==> config.mk <==
export PLATFORM = sky130hd
export DESIGN_NAME = jes3_qmul
export DESIGN_NICKNAME = d
export VERILOG_FILES = /design/src/rtl/jes3_pkg.sv /design/src/rtl/jes3_qmul.sv
export SDC_FILE = /design/constraint.sdc
export NUM_CORES = 2
export LEC_CHECK = 0
export BUFFER_PORTS_ARGS = -buffer_cell sky130_fd_sc_hd__buf_2
export CAP_MARGIN = 20
export CELL_PAD_IN_SITES_DETAIL_PLACEMENT = 1
export CELL_PAD_IN_SITES_GLOBAL_PLACEMENT = 2
export CORE_MARGIN = 1
export CORE_UTILIZATION = 27
export DETAILED_ROUTE_END_ITERATION = 6
export GPL_ROUTABILITY_DRIVEN = 1
export PLACE_DENSITY = 0.55
export SLEW_MARGIN = 20
export SYNTH_ARGS = -nofsm -noshare
export SYNTH_HDL_FRONTEND = slang
export SYNTH_SLANG_ARGS = --single-unit
==> constraint.sdc <==
create_clock -name i_clk -period 10.4 [get_ports i_clk]
set_input_delay 0.52 -clock i_clk [delete_from_list [all_inputs] [get_ports i_clk]]
set_output_delay 0.52 -clock i_clk [all_outputs]
set_load 0.02 [all_outputs]
==> src/rtl/jes3_pkg.sv <==
`default_nettype none
package jes3_pkg;

    localparam int DATA_WIDTH_DEF   = 32;
    localparam int CORDIC_STEPS_DEF = 32;

    localparam int ANG_W     = 64;
    localparam int Q_W       = 32;
    localparam int TAB_DEPTH = 48;
    localparam int TAB_AW    = 6;

    localparam int THR_W      = 31;
    localparam int MAXIT_W    = 11;
    localparam int CFG_IDX_W  = 2;
    localparam int CFG_DATA_W = 32;

    localparam logic [CFG_IDX_W-1:0] REG_THRESHOLD = 2'd0;
    localparam logic [CFG_IDX_W-1:0] REG_MAX_ITER  = 2'd1;

    localparam logic [THR_W-1:0]   THRESHOLD_RST = 31'd66;
    localparam logic [MAXIT_W-1:0] MAX_ITER_RST  = 11'd16;

    localparam logic signed [ANG_W-1:0] PI_Q60       = 64'sh3243F6A8885A308D;
    localparam logic signed [ANG_W-1:0] PI4_Q60      = PI_Q60 >>> 2;
    localparam logic signed [ANG_W-1:0] GAIN_Q30     = 64'sd652032874;
    localparam logic signed [ANG_W-1:0] PRESCALE_LIM = 64'sd288230376151711744;
    localparam logic signed [ANG_W-1:0] ONE_Q30_W    = 64'sd1073741824;
    localparam logic signed [Q_W-1:0]   ONE_Q30      = 32'sd1073741824;

    typedef logic signed [ANG_W-1:0] t_atan_tab [TAB_DEPTH];

    // Bitwise long division, used only while building the angle table.
    function automatic logic [63:0] udiv64(input logic [63:0] num, input logic [63:0] den);
        logic [63:0] rem;
        logic [63:0] quo;
        rem = '0;
        quo = '0;
        for (int b = 63; b >= 0; b--) begin
            rem = {rem[62:0], num[b]};
            if (rem >= den) begin
                rem    = rem - den;
                quo[b] = 1'b1;
            end
        end
        return quo;
    endfunction

    // atan(2^-i) in Q.60 by the truncated arctangent series.
    function automatic t_atan_tab build_atan();
        t_atan_tab   tab;
        logic [63:0] acc;
        logic [63:0] term;
        int          e;
        for (int i = 0; i < TAB_DEPTH; i++) begin
            if (i == 0) begin
                tab[i] = PI4_Q60;
            end else begin
                acc = '0;
                for (int k = 0; k < 30; k++) begin
                    e = 60 - i * (2 * k + 1);
                    if (e >= 0) begin
                        term = udiv64(64'd1 << e, 64'(2 * k + 1));
                        acc  = (k % 2 == 1) ? acc - term : acc + term;
                    end
                end
                tab[i] = acc;
            end
        end
        return tab;
    endfunction

    localparam t_atan_tab ATAN_TAB = build_atan();

    function automatic logic signed [Q_W-1:0] satq(input logic signed [ANG_W-1:0] v);
        if (v > ONE_Q30_W) begin
            return ONE_Q30;
        end else if (v < -ONE_Q30_W) begin
            return -ONE_Q30;
        end else begin
            return v[Q_W-1:0];
        end
    endfunction

endpackage
`default_nettype wire

==> src/rtl/jes3_qmul.sv <==
`default_nettype none
module jes3_qmul import jes3_pkg::*; #(
    parameter int A_W = 35
) (
    input  wire logic                  i_clk,
    input  wire logic                  i_rst_n,
    input  wire logic                  i_start,
    input  wire logic signed [A_W-1:0] i_a,
    input  wire logic signed [Q_W-1:0] i_b,
    output logic                       o_done,
    output logic signed [A_W:0]        o_p
);
    localparam int CH_W  = 16;
    localparam int NCH   = (A_W + CH_W - 1) / CH_W;
    localparam int PAD_W = NCH * CH_W;
    localparam int PR_W  = PAD_W + Q_W;
    localparam int CNT_W = $clog2(NCH + 1);

    logic               r_busy;
    logic               r_done;
    logic [CNT_W-1:0]   r_cnt;
    logic [PAD_W-1:0]   r_ua;
    logic [Q_W-1:0]     r_ub;
    logic               r_neg;
    logic [PR_W-1:0]    r_acc;
    logic signed [A_W:0] r_p;

    logic [A_W-1:0]       ua_c;
    logic [Q_W-1:0]       ub_c;
    logic [CH_W+Q_W-1:0]  pp;
    logic [PR_W-1:0]      rnd;
    logic [A_W:0]         mag;

    assign ua_c = i_a[A_W-1] ? A_W'(-i_a) : A_W'(i_a);
    assign ub_c = i_b[Q_W-1] ? Q_W'(-i_b) : Q_W'(i_b);
    assign pp   = r_ua[PAD_W-1 -: CH_W] * r_ub;
    assign rnd  = r_acc + PR_W'(64'd1 << 29);
    assign mag  = (A_W+1)'(rnd >> 30);

    // Most significant chunk first: shift the partial sum up by one chunk each cycle.
    always_ff @(posedge i_clk) begin
        r_done <= 1'b0;
        if (i_start) begin
            r_busy <= 1'b1;
            r_cnt  <= CNT_W'(NCH);
            r_ua   <= PAD_W'(ua_c);
            r_ub   <= ub_c;
            r_neg  <= i_a[A_W-1] != i_b[Q_W-1];
            r_acc  <= '0;
        end else if (r_busy) begin
            if (r_cnt != '0) begin
                r_acc <= (r_acc << CH_W) + PR_W'(pp);
                r_ua  <= r_ua << CH_W;
                r_cnt <= r_cnt - 1'b1;
            end else begin
                r_p    <= r_neg ? -$signed(mag) : $signed(mag);
                r_done <= 1'b1;
                r_busy <= 1'b0;
            end
        end
        if (!i_rst_n) begin
            r_busy <= 1'b0;
            r_done <= 1'b0;
        end
    end

    assign o_done = r_done;
    assign o_p    = r_p;

endmodule
`default_nettype wire

==> summary.txt <==
Run status
  • Status: completed

Yosys
  • Synthesized flop and latch total: 187
  • Post-synth ARST share: 0%
  • Synthesized area: 0.0273 mm^2
  • Main area contributors after synthesis: fa_1 (33%), edfxtp_1 (11%), inv_1 (8.2%)
  • Synth cell count leaders: inv_1 (594), nand2_1 (452), fa_1 (450), and2_1 (218), clkbuf_1 (144)
  • Synth Flop Type: edfxtp_1
  • Syn avg cell area: 8.91 um^2
  • Register area share after synthesis: between 10% and 20%
  • Unique masters post-synth: 77
  • Top cell type's share of synthesized area: between 30% and 40%
  • Syn. warnings: 0
  • Post-synth EDFFs: 104
  • Syn_nets: 3719
  • Count leader, synth: inv_1
  • Cell count after synthesis: roughly 3000
  • Synth area leader: fa_1

Min path
  • Hold Path Stages: 1
  • Class of the tightest hold or removal check: primary input to flip-flop
  • Worst hold path endpoint: r_ub[0]$_DFFE_PP_
  • Hold Crit Start: i_b[0]

STA
  • Fmax: 126 MHz
  • Setup TNS: 0 ps
  • Max-slew headroom: a little over a quarter
  • # setup viols final: 0
  • Worst Max-Slew Pin Slew: between 1000 and 1500 ps
  • Post-route minimum period: 7920 ps
  • RSZ-0062 raised after global routing: false
  • Final clock skew: around 23 ps
  • Hold Vio Cnt, Final: 0
  • Tcrit/Tclk final: 76.1%
  • Max-slew violations: 0

Worst setup path
  • Crit path max-delay cell type: dfxtp_2
  • Cell mode on critical path: fa_1
  • Worst EP arrival: 8340 ps
  • WS Path Type: flip-flop to flip-flop
  • R2R Path Start: r_ua[35]$_SDFFE_PP0P_
  • Required @ worst endpoint: around 11000 ps
  • FF-to-FF End: r_acc[59]$_SDFFE_PP0P_
  • CP startpoint kind: flip-flop
  • CP max stage delay: 1030 ps
  • CP Capture Type: flip-flop
  • WP buf/inv: 3
  • Internal reg-to-reg setup slack: 2480 ps
  • CP Cell Sequence: nand2_1 > fa_1 > fa_1 > fa_1 > inv_1 > fa_1 > fa_1 > inv_1 > fa_1 > inv_1 > ha_1 > a21oi_1 > o21ai_0 > a2111oi_0 > o41ai_1 > o21ai_0 > a31oi_1 > o21ai_0 > xor2_1 > o21ai_0
  • Cells on worst reg2reg path: 20
  • Kind of cell adding the most delay to the critical path: adder cells
  • Crit Path Max Fanout: 33

Global routing
  • Global-route wire length before repair: ~150000 um
  • Vias in the first global route: 24300
  • Overflow after GRT: 0
  • Largest net degree at the start of global routing: 48
  • Global router's overall resource usage: 20.3%
  • Initial antenna violation count: 1

Route
  • Via Count: 20900
  • Final ANT Viol Nets: 0
  • DRC violations left: 0
  • DR iter-0 viols: 920
  • Detailed Route WL: between 90000 and 100000 um
  • Drt pass-1 iters: 5
  • DR vias/cell: 4.77
  • DR WL/cell: 22.6 um

CTS
  • CTS tree: done
  • Worst skew pair latency: 510 ps
  • Root buf cell: clkbuf_16
  • CTS Sinks: 187
  • Hold-fix buffers, CTS: 0
  • Postcts setup bufs: 0
  • CTS-repair resized insts: 0
  • Clk pin slew, worst setup/hold paths: 80 ps
  • Max Root-Sink Buffers: 2
  • Num CTS Buffers: 17
  • # H-tree levels: 4

Die
  • Row Count: 116
  • Die area: 0.102 mm^2
  • Core area: about 0.10 mm^2
  • Starting Density: 27.3%
  • Die height: 320 um
  • Num ports: 107
  • Die width: about 320 um

Final layout
  • Storage element area: roughly 0.0048 mm^2
  • Fin nets: 3720
  • P&R area growth vs syn: 9.03%
  • Fillers: 11600
  • Fraction of layout cells with a size suffix above 1: 6.90%
  • Area of the multi-input gates: ~0.020 mm^2

Place
  • HPWL Detailed: around 77000 um
  • IO Port Bufs: 106
  • RD Place Congestion: about 0.85

Job
  • Max-Cap Viols: 0

Power
  • Lkg Pwr: 13.5 nW
  • Final total power: slightly below 0.009 W
  • Power per cell area: slightly below 300 mW/mm^2
  • Worst IR drop on VDD: 0.251 mV
-- where the power goes --
part | switching (W) | internal, W | leakage, nW | total (W)
sequential | 0.000167 | 0.000904 | 1.69 | 0.00107
clock | 0.000366 | 0.000395 | 0.316 | 0.000760
combinational | 0.00457 | 0.00244 | 11.5 | 0.00701
-- worst register-to-register path, stage by stage, from the launching register on --
cell and delay [ps]:
dfxtp_2 1030, nand2_1 240, fa_1 600, fa_1 440
fa_1 530, inv_1 50, fa_1 470, fa_1 550
inv_1 60, fa_1 540, inv_1 60, ha_1 440
a21oi_1 160, o21ai_0 390, a2111oi_0 220, o41ai_1 600
o21ai_0 340, a31oi_1 600, o21ai_0 200, xor2_1 170
o21ai_0 170
-- sequential cells by signal, summed over array words and instances, names as in the netlist --
signal	flops
o_done	1
r_cnt	2
r_ua	48
r_busy	1
o_p	36
r_acc	66
r_ub	32
r_neg	1
-- layout by cell type, fill, tap and decap left out, drive strengths merged, types with 19 or more instances in the layout --
master / synthesis / final
fa: 450 / 450
a21o: 24 / 24
o21ai: 96 / 96
o31ai: 25 / 25
nand2: 452 / 452
edfxtp: 104 / 104
dfxtp: 83 / 83
nor2: 86 / 86
nor3: 29 / 29
xnor2: 110 / 110
a21oi: 97 / 97
buf: 22 / 148
xor2: 79 / 79
nand3: 29 / 29
ha: 141 / 141
nand4: 32 / 32
inv: 594 / 602
or4: 19 / 19
and2: 220 / 220
-- how the worst max path moves through the flow --
stage | startpoint | endpoint | slack [ps] | cells after the start
floorplan | r_ua[41]$_SDFFE_PP0P_ | r_acc[51]$_SDFFE_PP0P_ | 3900 | 23
global placement | r_ua[35]$_SDFFE_PP0P_ | r_acc[57]$_SDFFE_PP0P_ | 2460 | 17
detailed placement | r_ua[35]$_SDFFE_PP0P_ | r_acc[57]$_SDFFE_PP0P_ | 2410 | 19
CTS | r_ua[35]$_SDFFE_PP0P_ | r_acc[59]$_SDFFE_PP0P_ | 2360 | 20
global route | r_ua[35]$_SDFFE_PP0P_ | r_acc[59]$_SDFFE_PP0P_ | 1870 | 20
finish | r_ua[35]$_SDFFE_PP0P_ | r_acc[59]$_SDFFE_PP0P_ | 2480 | 20
-- final cells by class --
| cell class | instances | share of cell area [%] |
|---|---|---|
| clock inverters | 14 | 0.737 |
| diodes | 1 | 0.00842 |
| flip-flops and latches | 187 | 16.1 |
| clock buffers | 18 | 1.44 |
| well taps | 1298 | 5.46 |
| inverters | 594 | 7.50 |
| multi-input cells | 2111 | 65.9 |
| repair buffers | 148 | 2.85 |
-- cells by family after synthesis --
kind of cell	count (synthesis)	synth area share, %
AND/OR/NAND/NOR	947	16.9
AO/OA/AOI/OAI	376	8.95
flip-flops	187	17.6
multiplexers	8	0.312
buffers and inverters	760	10.7
XOR/XNOR	189	6.07
adder cells (fa/ha/maj)	591	39.5
-- per-stage QoR --
stage          setup WS (ps)  cell area [um^2]  hold slack (ps)  instances  utilization, %
2_1_floorplan           3900             27300              429       3058               -
3_3_place_gp            2460             29100              441       4338            29.1
3_5_place_dp            2410             29100              448       4338            29.1
4_1_cts                 2360             29700              201       4370            29.7
5_1_grt                 1870             29700              223       4370            29.7
6_report                2480             29700              241       4371            29.7
-- per-layer routing --
layer | GRT usage (%) | up-vias | share of wire [%]
met5 | 0 | - | 0
met4 | 6.19 | 0 | 2.8
met3 | 1.52 | 97 | 1.9
met2 | 36.2 | 275 | 51
met1 | 26.0 | 11000 | 45
li1 | - | 9530 | -
Note: power is estimated with default switching activity, not from simulation.
